**src/rtl/fqp_pkg.sv**
```systemverilog
// ----------------------------------------------------------------------------
// fqp_pkg
// Shared types and constants of the handle queue with purge.
// ----------------------------------------------------------------------------
package fqp_pkg;

	localparam int QUEUE_DEPTH_DEF = 16;
	localparam int HANDLE_BITS_DEF = 16;
	localparam int CMD_W           = 2;
	localparam int STATUS_W        = 2;

	typedef logic [CMD_W-1:0] cmd_t;

	localparam cmd_t CMD_ENQ   = 2'd0;
	localparam cmd_t CMD_DEQ   = 2'd1;
	localparam cmd_t CMD_PURGE = 2'd2;

	typedef enum logic [STATUS_W-1:0] {
		ST_OK        = 2'd0,
		ST_EMPTY     = 2'd1,
		ST_DROPPED   = 2'd2,
		ST_NOT_FOUND = 2'd3
	} status_t;

	typedef struct packed {
		logic enq;
		logic deq;
		logic purge;
	} fqp_ctrl_t;

endpackage

```
**src/rtl/fqp_req_if.sv**
```systemverilog
// ----------------------------------------------------------------------------
// fqp_req_if
// Request channel of the handle queue: command and handle.
// ----------------------------------------------------------------------------
interface fqp_req_if
	import fqp_pkg::*;
#(
	parameter int HANDLE_BITS = HANDLE_BITS_DEF
);
	logic                   valid;
	logic                   ready;
	cmd_t                   cmd;
	logic [HANDLE_BITS-1:0] item_handle;

	modport source (output valid, output cmd, output item_handle, input ready);
	modport sink   (input valid, input cmd, input item_handle, output ready);
endinterface

```
**src/rtl/fqp_rsp_if.sv**
```systemverilog
// ----------------------------------------------------------------------------
// fqp_rsp_if
// Result channel of the handle queue: status, removed handle, fill level.
// ----------------------------------------------------------------------------
interface fqp_rsp_if
	import fqp_pkg::*;
#(
	parameter int HANDLE_BITS = HANDLE_BITS_DEF,
	parameter int CNT_W       = $clog2(QUEUE_DEPTH_DEF + 1)
);
	logic                   valid;
	logic                   ready;
	status_t                status;
	logic [HANDLE_BITS-1:0] out_handle;
	logic [CNT_W-1:0]       occupancy;
	logic                   is_empty;

	modport source (output valid, output status, output out_handle, output occupancy,
		output is_empty, input ready);
	modport sink   (input valid, input status, input out_handle, input occupancy,
		input is_empty, output ready);
endinterface

```
**src/rtl/fifo_queue_with_purge.sv**
```systemverilog
// ----------------------------------------------------------------------------
// fifo_queue_with_purge
// Bounded queue of process handles with enqueue, dequeue and purge by key.
// ----------------------------------------------------------------------------
// Takes one request per clock while the result register is free or being
// read; the result appears in the cycle after the request is taken. The queue
// is a row of QUEUE_DEPTH cells, head first; every cell compares its handle
// with the key in the same cycle, and the first-match flag ripples through
// all cells before the shift, which sets the longest path.
// ----------------------------------------------------------------------------
module fifo_queue_with_purge
	import fqp_pkg::*;
#(
	parameter int QUEUE_DEPTH = QUEUE_DEPTH_DEF,
	parameter int HANDLE_BITS = HANDLE_BITS_DEF
) (
	input  logic  clk,
	input  logic  arst_n,
	fqp_req_if.sink   req,
	fqp_rsp_if.source rsp
);
	localparam int CNT_W = $clog2(QUEUE_DEPTH + 1);

	logic                   accept;
	logic                   key_null;
	logic                   full;
	logic                   empty;
	fqp_ctrl_t              ctrl;
	logic [HANDLE_BITS-1:0] key;
	status_t                status;
	logic [CNT_W-1:0]       fill_q;
	logic [CNT_W-1:0]       fill_nxt;

	logic                   cell_valid [QUEUE_DEPTH];
	logic [HANDLE_BITS-1:0] cell_data  [QUEUE_DEPTH];
	logic                   hit_chain  [QUEUE_DEPTH+1];
	logic [HANDLE_BITS-1:0] take_chain [QUEUE_DEPTH+1];

	logic                   rsp_valid_q;
	status_t                status_q;
	logic [HANDLE_BITS-1:0] out_handle_q;
	logic [CNT_W-1:0]       occupancy_q;
	logic                   is_empty_q;

	assign req.ready = !rsp_valid_q || rsp.ready;
	assign accept    = req.valid && req.ready;
	assign key       = req.item_handle;
	assign key_null  = (key == '0);
	assign full      = (fill_q == CNT_W'(QUEUE_DEPTH));
	assign empty     = (fill_q == '0);

	assign ctrl.enq   = accept && req.cmd == CMD_ENQ && !key_null && !full;
	assign ctrl.deq   = accept && req.cmd == CMD_DEQ && !empty;
	assign ctrl.purge = accept && req.cmd == CMD_PURGE && !key_null && !empty;

	assign hit_chain[0]  = 1'b0;
	assign take_chain[0] = '0;

	for (genvar i = 0; i < QUEUE_DEPTH; i++) begin : g_cell
		logic                   prev_v;
		logic                   nxt_v;
		logic [HANDLE_BITS-1:0] nxt_d;

		if (i == 0) begin : g_head
			assign prev_v = 1'b1;
		end else begin : g_body
			assign prev_v = cell_valid[i-1];
		end

		if (i == QUEUE_DEPTH - 1) begin : g_tail
			assign nxt_v = 1'b0;
			assign nxt_d = '0;
		end else begin : g_link
			assign nxt_v = cell_valid[i+1];
			assign nxt_d = cell_data[i+1];
		end

		fqp_cell #(
			.HANDLE_BITS(HANDLE_BITS)
		) u_cell (
			.clk        (clk),
			.arst_n     (arst_n),
			.head       (i == 0),
			.ctrl       (ctrl),
			.key        (key),
			.prev_valid (prev_v),
			.nxt_valid  (nxt_v),
			.nxt_data   (nxt_d),
			.hit_in     (hit_chain[i]),
			.take_in    (take_chain[i]),
			.valid      (cell_valid[i]),
			.data       (cell_data[i]),
			.hit_out    (hit_chain[i+1]),
			.take_out   (take_chain[i+1])
		);
	end

	assign fill_nxt = fill_q + CNT_W'(ctrl.enq) - CNT_W'(hit_chain[QUEUE_DEPTH]);

	always_comb begin
		status = ST_DROPPED;
		case (req.cmd)
			CMD_ENQ: begin
				status = (key_null || full) ? ST_DROPPED : ST_OK;
			end
			CMD_DEQ: begin
				status = empty ? ST_EMPTY : ST_OK;
			end
			CMD_PURGE: begin
				if (key_null) begin
					status = ST_NOT_FOUND;
				end else if (empty) begin
					status = ST_EMPTY;
				end else if (!hit_chain[QUEUE_DEPTH]) begin
					status = ST_NOT_FOUND;
				end else begin
					status = ST_OK;
				end
			end
			default: begin
				status = ST_DROPPED;
			end
		endcase
	end

	always_ff @(posedge clk or negedge arst_n) begin
		if (!arst_n) begin
			fill_q      <= '0;
			rsp_valid_q <= 1'b0;
		end else begin
			if (accept) begin
				fill_q <= fill_nxt;
			end
			if (accept) begin
				rsp_valid_q <= 1'b1;
			end else if (rsp.ready) begin
				rsp_valid_q <= 1'b0;
			end
		end
	end

	always_ff @(posedge clk) begin
		if (accept) begin
			status_q     <= status;
			out_handle_q <= take_chain[QUEUE_DEPTH];
			occupancy_q  <= fill_nxt;
			is_empty_q   <= (fill_nxt == '0);
		end
	end

	assign rsp.valid      = rsp_valid_q;
	assign rsp.status     = status_q;
	assign rsp.out_handle = out_handle_q;
	assign rsp.occupancy  = occupancy_q;
	assign rsp.is_empty   = is_empty_q;

endmodule

```
**src/rtl/fqp_cell.sv**
```systemverilog
// ----------------------------------------------------------------------------
// fqp_cell
// One queue slot: holds a handle, compares it with the purge key, and shifts
// in its neighbor's entry when an earlier or this slot is removed.
// ----------------------------------------------------------------------------
module fqp_cell
	import fqp_pkg::*;
#(
	parameter int HANDLE_BITS = HANDLE_BITS_DEF
) (
	input  logic                   clk,
	input  logic                   arst_n,
	input  logic                   head,
	input  fqp_ctrl_t              ctrl,
	input  logic [HANDLE_BITS-1:0] key,
	input  logic                   prev_valid,
	input  logic                   nxt_valid,
	input  logic [HANDLE_BITS-1:0] nxt_data,
	input  logic                   hit_in,
	input  logic [HANDLE_BITS-1:0] take_in,
	output logic                   valid,
	output logic [HANDLE_BITS-1:0] data,
	output logic                   hit_out,
	output logic [HANDLE_BITS-1:0] take_out
);
	logic                   valid_q;
	logic [HANDLE_BITS-1:0] data_q;
	logic                   match;
	logic                   shift;
	logic                   load;

	assign match    = valid_q && ((ctrl.deq && head) || (ctrl.purge && data_q == key));
	assign hit_out  = hit_in || match;
	assign shift    = hit_out;
	assign load     = ctrl.enq && !valid_q && prev_valid;
	assign take_out = (match && !hit_in) ? data_q : take_in;
	assign valid    = valid_q;
	assign data     = data_q;

	always_ff @(posedge clk or negedge arst_n) begin
		if (!arst_n) begin
			valid_q <= 1'b0;
		end else if (shift) begin
			valid_q <= nxt_valid;
		end else if (load) begin
			valid_q <= 1'b1;
		end
	end

	always_ff @(posedge clk) begin
		if (shift) begin
			data_q <= nxt_data;
		end else if (load) begin
			data_q <= key;
		end
	end

endmodule

```
**src/flat_wrapper.sv**
```systemverilog
// flat-port wrapper written by rule: the top's interface ports become plain ports
module fifo_queue_with_purge_flat import fqp_pkg::*;
#(
	parameter int QUEUE_DEPTH = QUEUE_DEPTH_DEF,
	parameter int HANDLE_BITS = HANDLE_BITS_DEF
)
  (clk, arst_n, req_valid, req_cmd, req_item_handle, req_ready, rsp_valid, rsp_status, rsp_out_handle, rsp_occupancy, rsp_is_empty, rsp_ready);
  fqp_req_if #(.HANDLE_BITS(HANDLE_BITS)) req_i ();
  fqp_rsp_if #(.HANDLE_BITS(HANDLE_BITS)) rsp_i ();
  input  logic clk;
  input  logic arst_n;
  input wire logic [$bits(req_i.valid)-1:0] req_valid;
  input wire logic [$bits(req_i.cmd)-1:0] req_cmd;
  input wire logic [$bits(req_i.item_handle)-1:0] req_item_handle;
  output wire logic [$bits(req_i.ready)-1:0] req_ready;
  output wire logic [$bits(rsp_i.valid)-1:0] rsp_valid;
  output wire logic [$bits(rsp_i.status)-1:0] rsp_status;
  output wire logic [$bits(rsp_i.out_handle)-1:0] rsp_out_handle;
  output wire logic [$bits(rsp_i.occupancy)-1:0] rsp_occupancy;
  output wire logic [$bits(rsp_i.is_empty)-1:0] rsp_is_empty;
  input wire logic [$bits(rsp_i.ready)-1:0] rsp_ready;
  assign req_i.valid = req_valid;
  assign req_i.cmd = req_cmd;
  assign req_i.item_handle = req_item_handle;
  assign req_ready = req_i.ready;
  assign rsp_valid = rsp_i.valid;
  assign rsp_status = rsp_i.status;
  assign rsp_out_handle = rsp_i.out_handle;
  assign rsp_occupancy = rsp_i.occupancy;
  assign rsp_is_empty = rsp_i.is_empty;
  assign rsp_i.ready = rsp_ready;
  fifo_queue_with_purge #(.QUEUE_DEPTH(QUEUE_DEPTH), .HANDLE_BITS(HANDLE_BITS)) u_core (.clk(clk), .arst_n(arst_n), .req(req_i), .rsp(rsp_i));
endmodule
```
**config.mk**
```make
export PLATFORM = sky130hd
export DESIGN_NAME = fifo_queue_with_purge_flat
export DESIGN_NICKNAME = d
export VERILOG_FILES = /design/src/rtl/fqp_pkg.sv /design/src/rtl/fqp_req_if.sv /design/src/rtl/fqp_rsp_if.sv /design/src/rtl/fifo_queue_with_purge.sv /design/src/rtl/fqp_cell.sv /design/src/flat_wrapper.sv
export SDC_FILE = /design/constraint.sdc
export NUM_CORES = 1
export LEC_CHECK = 0
export ABC_AREA = 1
export BUFFER_PORTS_ARGS = -buffer_cell sky130_fd_sc_hd__buf_2
export CORE_UTILIZATION = 55
export DETAILED_ROUTE_END_ITERATION = 16
export PLACE_DENSITY = 0.74
export RECOVER_POWER = 100
export SLEW_MARGIN = 15
export SYNTH_ARGS = -nofsm -noshare
export SYNTH_HDL_FRONTEND = slang
export SYNTH_SLANG_ARGS = --single-unit
```
**constraint.sdc**
```tcl
create_clock -name clk -period 3.9 [get_ports clk]
set_input_delay 0.195 -clock clk [delete_from_list [all_inputs] [get_ports clk]]
set_output_delay 0.195 -clock clk [all_outputs]
set_load 0.02 [all_outputs]
```
Word level (Yosys, flattened, before mapping) --
Cells that the tools add are included.
Cells by class: add/sub/neg operators 2, equal/unequal tests 19, multiplexer cells 86, reductions and logical operators 161
Operators by type and width (count):
- $mux W16 | 46
- $eq A16 B16 Y1 | 16
- $logic_and A1 B1 Y1 | 87
- $logic_not A1 Y1 | 35
- $mux W1 | 35
- $reduce_bool A2 Y1 | 17
- $logic_or A1 B1 Y1 | 18
- $logic_not A16 Y1 | 1
- $logic_not A5 Y1 | 2
- $mux W2 | 4
- $pmux W2 S3 | 1
- $add A5 B1 Y5 | 1
- $eq A5 B5 Y1 const B | 1
- $sub A5 B1 Y5 | 1
- $eq A2 B1 Y1 const B | 1
- $eq A2 B2 Y1 const B | 1
- $logic_not A2 Y1 | 1
Word-level totals: bits in registers 302, input port bits 22, word-level logic and storage cells 306

Longest topological paths before layout --
depth in word-level cells 28, gate-level depth with buffers 28, depth with buffers taken out 27

Hierarchy --
From an unflattened synthesis, not the netlist that was laid out.
Second synthesis, totals: cell total of the unflattened synthesis 3097, area, all modules 22245.1 µm²
Modules (own cells, without submodules):
- fqp_cell | instances 16, cells each 186, area each 1306.3 µm², seq. area each 505.5 µm²
- fifo_queue_with_purge | instances 1, cells each 121, area each 1345.0 µm², seq. area each 870.8 µm²

Least setup slack after synthesis --
No wires, ideal clock.
path type register to register, from reg u_core.rsp_valid_q (netlist: u_core.rsp.valid), to reg u_core.is_empty_q (netlist: u_core.rsp.is_empty), data pin, library setup time 0.265 ns, data arrival time 4.291 ns, setup slack -0.656 ns, stages on the path, launching flop included 24, path buffers 1, clock period less this slack 4.556 ns, cell sequence dfrtp_1 -> nand2_1 -> nand2_1 -> inv_2 -> nand3_1 -> nand2_4 -> nand2_4 -> nand4_4 -> nor3_4 -> nand4_4 -> nor2_8 -> nand4_4 -> nor2_8 -> nand3_2 -> buf_2 -> ha_1 -> inv_1 -> ha_1 -> inv_1 -> fa_1 -> o21ai_0 -> a21oi_1 -> xor2_1 -> nor4_1
Between the ends: word-level cells in the longest chain between the ends 26, elaborated cells on any way between the ends 62, those cells by class add/sub: 2; reduce/logical: 60
Ends and longest elaborated chain:
- start: declaration | line fifo_queue_with_purge.sv:39 | logic rsp_valid_q;
- start signal: assignment | line fifo_queue_with_purge.sv:129 | rsp_valid_q <= 1'b0;
- start signal: assignment | line fifo_queue_with_purge.sv:135 | rsp_valid_q <= 1'b1;
- start signal: assignment | line fifo_queue_with_purge.sv:137 | rsp_valid_q <= 1'b0;
- $logic_not A1 Y1 (*) | line fifo_queue_with_purge.sv:45 | assign req.ready = !rsp_valid_q || rsp.ready;
- $logic_or A1 B1 Y1 (*) | line fifo_queue_with_purge.sv:45
- net req_ready | line flat_wrapper.sv:15 | output wire logic [$bits(req_i.ready)-1:0] req_ready;
- $logic_and A1 B1 Y1 (*) | line fifo_queue_with_purge.sv:46 | assign accept = req.valid && req.ready;
- net u_core.accept | line fifo_queue_with_purge.sv:24 | logic accept;
- $logic_and A1 B1 Y1 (3 in series) | line fifo_queue_with_purge.sv:54 | assign ctrl.purge = accept && req.cmd == CMD_PURGE && !key_null && !empty;
- $logic_and A1 B1 Y1 | line fqp_cell.sv:32 | assign match = valid_q && ((ctrl.deq && head) || (ctrl.purge && data_q == key));
- $logic_or A1 B1 Y1 | line fqp_cell.sv:32
- $logic_and A1 B1 Y1 | line fqp_cell.sv:32
- $logic_or A1 B1 Y1 (14 in series) | line fqp_cell.sv:33 | assign hit_out = hit_in || match;
- $logic_or A1 B1 Y1 (*) | line fqp_cell.sv:33
- net u_core.g_cell[15].u_cell.hit_out | line fqp_cell.sv:23 | output logic hit_out,
- $sub A5 B1 Y5 (*) | line fifo_queue_with_purge.sv:98 | assign fill_nxt = fill_q + CNT_W'(ctrl.enq) - CNT_W'(hit_chain[QUEUE_DEPTH]);
- net u_core.fill_nxt[4] | line fifo_queue_with_purge.sv:32 | logic [CNT_W-1:0] fill_nxt;
- $logic_not A5 Y1 (*) | line fifo_queue_with_purge.sv:147 | is_empty_q <= (fill_nxt == '0);
- end signal: assignment | line fifo_queue_with_purge.sv:147
- end: declaration | line fifo_queue_with_purge.sv:43 | logic is_empty_q;
Mark *: on every way through the listed nets, which the timed path passes. The rest lies on a longest branch. A chain may end at the register's enable or synchronous reset.

Worst setup path after layout --
from reg u_core.fill_q[2], to reg u_core.occupancy_q[4] (netlist: u_core.rsp.occupancy[4]), data pin
Between the ends: word-level cells in the longest chain between the ends 22, elaborated cells on any way between the ends 57, those cells by class add/sub: 2; eq/ne: 1; reduce/logical: 54
Ends and longest elaborated chain:
- start: declaration | line fifo_queue_with_purge.sv:31 | logic [CNT_W-1:0] fill_q;
- start signal: assignment | line fifo_queue_with_purge.sv:132 | fill_q <= fill_nxt;
- $logic_not A5 Y1 | line fifo_queue_with_purge.sv:50 | assign empty = (fill_q == '0);
- $logic_not A1 Y1 | line fifo_queue_with_purge.sv:53, fifo_queue_with_purge.sv:54
- $logic_and A1 B1 Y1 | line fifo_queue_with_purge.sv:54
- $logic_and A1 B1 Y1 | line fqp_cell.sv:32
- $logic_or A1 B1 Y1 | line fqp_cell.sv:32
- $logic_and A1 B1 Y1 | line fqp_cell.sv:32
- $logic_or A1 B1 Y1 (15 in series) | line fqp_cell.sv:33
- $sub A5 B1 Y5 (*) | line fifo_queue_with_purge.sv:98
- net u_core.fill_nxt[4] | line fifo_queue_with_purge.sv:32
- end signal: assignment | line fifo_queue_with_purge.sv:146 | occupancy_q <= fill_nxt;
- end: declaration | line fifo_queue_with_purge.sv:42 | logic [CNT_W-1:0] occupancy_q;
Marks and branches as above.

==> impl_metrics.ini <==
[status]
status = finished with violations
violations = max-capacitance violations, max-slew violations

[routing]
drtIter0Drc = 1861
avgRoutedWirePerCell_um = 20.5
dr.pass1.iters = 8
routed_via_density = 5.98
drt_wl_total_um = 61200
ant_nets = 0
drc = 0
num_vias = 17845

[yosys]
syn_nets = 2425
synth_cell_type_count = 49
seq_area_frac_synth_pct = 46.7
synth-seq-cells = 302
synth_ff_type = edfxtp_1
synth_edf_count = 264
async_flop_share_pct = 7.28
syn_area_um2 = 18800
avgSynthCellArea_um2 = 7.86
synth.area.top_cells = edfxtp_1, nand2_1, o21ai_0
synth_top_cell_by_area = edfxtp_1
synth_top_area_share_pct = 42.1
yosys_warnings = 0
syn_inst = 2396

[clock_network]
cts_htree_levels = 2
insertion_delay_ns = 0.54
cts_buffers = 36
clock_path_buffers = 3
root_buffer = clkbuf_16
cts_num_sinks = 302
clkTransAtPathRegs_ns = 0.06
cts_tree = done

[final_layout]
layout_commonest_cell = nand2_1
final_cell_mix = nand2_1, nor2_1, edfxtp_1, o21ai_0, inv_1
utilization_pct = 64.6
final_net_count = 2537
instances_no_fill = 2984
antennaDiodeCount = 0
syn2layout_area_growth_pct = 15.4
layout-drive-gt1-share_pct = 12.6

[floorplanning]
start_util_pct = 56.0
die_h_um = 187
num_rows = 67
die-area_um2 = 35000
core_um2 = 33600
pin_count = 48
die_w_um = 187

[global_routing]
grt_pass1_wl_um = 94100
grt_pass1_vias = 16820
track_usage_pct = 34.7
gr-total-overflow = 0
antenna_found_initial = 1
grt_max_degree = 51

[placement]
dp.cells = 2907
numPortBuffers = 47
gp_congestion = 0.982
dp_hpwl_um = 44500

[hold_path]
hold_class = input port to register
hold_path_depth = 4

[timing]
rsz0062_at_grt = yes
whs_ns = 0.0895
drv_slew = 23
fmaxAchievable_ghz = 0.258
finalSetupViolCount = 0
finalHoldViolations = 0
fin_tns_setup_ns = 0
finalCriticalPeriod_ns = 3.87
finalClockSkew_ns = 0.0245
slew_headroom_pct = -21.5
worst_slew_pin_slew_ns = 1.82
fin_crit_sh_pct = 99.3

[setup_path]
path_buf_inv = 5
crit_family = simple AND/OR/NAND/NOR gates
arrival_ns = 4.16
max_stage_delay_ns = 0.40
required_ns = 4.19
r2r_cells = 26
r2r_slack_ns = 0.03
worstSetupPathType = register to register
end_kind = register
cp_max_fo = 7
cpMaxStageDelayCell = dfrtp_1
startpoint_type = register
crit_cells = 26

[job]
drv_cap = 1

[power_and_ir_drop]
peakVddDrop_mv = 0.366
p_per_area_nw_per_um2 = 448
power.leakage_nw = 9.05
## sequential cells by signal (all words and copies together) (netlist names)
signal	flops
u_core.g_cell.u_cell.data	256
u_core.g_cell.u_cell.valid	16
u_core.rsp.out_handle	16
u_core.fill_q	5
u_core.rsp.occupancy	5
u_core.rsp.status	2
u_core.rsp.is_empty	1
u_core.rsp.valid	1
## path summary, 6_finish.rpt
| check | start | endpoint |
|---|---|---|
| max in group asynchronous | arst_n | u_core.rsp.valid$_DFFE_PN0P_ |
| worst min register to register | u_core.g_cell[14].u_cell.valid$_DFFE_PN0P_ | u_core.g_cell[14].u_cell.valid$_DFFE_PN0P_ |
| worst min-delay path | req_valid | u_core.rsp.valid$_DFFE_PN0P_ |
| worst max register to register | u_core.fill_q[2]$_DFFE_PN0N_ | u_core.rsp.occupancy[4]$_DFFE_PN_ |
| worst max-delay path | u_core.fill_q[2]$_DFFE_PN0N_ | u_core.rsp.occupancy[4]$_DFFE_PN_ |
| min in group asynchronous | arst_n | u_core.g_cell[12].u_cell.valid$_DFFE_PN0P_ |
## stage by stage
| step | total power, W | instance area [µm²] | worst slack, ns |
|---|---|---|---|
| final | 0.00974 | 21700 | 0.0291 |
| after global routing | 0.0101 | 21700 | -0.186 |
| after CTS | 0.00966 | 21600 | 0.00209 |
| after detailed placement | 0.00633 | 20400 | -0.197 |
| after global placement | 0.00626 | 20400 | -0.0985 |
| after floorplan | 0.00556 | 18900 | -0.318 |
## timing repair
| item | CTS | global route |
|---|---|---|
| pin swaps | 6 | 1 |
| gates cloned | 0 | 0 |
| endpoints found under the setup margin | 6 | 31 |
| resized for setup | 4 | 18 |
| hold buffers | 2 | 0 |
| setup buffers | 3 | 6 |
| endpoints found under the hold margin | 23 | 0 |
## layout make-up
| class | instances | area, µm² |
|---|---|---|
| Timing Repair Buffer | 221 | 1640 |
| Clock inverter | 14 | 128 |
| Fill cell | 2801 | 11900 |
| Inverter | 218 | 827 |
| Multi-Input combinational cell | 1729 | 8750 |
| Clock buffer | 52 | 1020 |
| Tap cell | 448 | 561 |
| Sequential cell | 302 | 8800 |
## per-layer routing
layer | wire [µm] | global-route usage (%)
met5 | 0 | 0
met4 | 3370 | 18.0
met3 | 6060 | 7.34
met2 | 28200 | 56.4
met1 | 23600 | 43.8
## cells in the mapped netlist (12+ instances only)
library cell / n
a21oi_1: 18
nand2_1: 573
o21ai_0: 250
dfxtp_1: 16
dfrtp_1: 22
nor4_1: 24
edfxtp_1: 264
nor3_1: 27
nand3_1: 173
xnor2_1: 57
nor2_1: 305
xor2_1: 82
or2_2: 24
buf_2: 28
o21ai_1: 15
clkbuf_1: 98
buf_1: 18
nand4_1: 101
a31oi_1: 12
inv_1: 202
## power by group
group	switching, W	total, W	internal (W)	leakage [nW]
combinational	0.00131	0.00208	0.000772	5.71
sequential	0.000318	0.00432	0.00400	2.79
clock	0.00138	0.00334	0.00196	0.551
## tightest hold or removal path: cells and delay by family
kind                   cells  cell delay, ns
buffers and inverters      2            0.26
AND/OR/NAND/NOR            2            0.13
## logic make-up after synthesis
family,count (synthesis),synth area share (%)
AND/OR/NAND/NOR,1265,29.9
buffers and inverters,365,7.57
AO/OA/AOI/OAI,318,8.85
flip-flops,302,46.7
XOR/XNOR,139,6.47
adder cells (fa/ha/maj),7,0.505
Note: power is estimated with default switching activity, not from simulation.
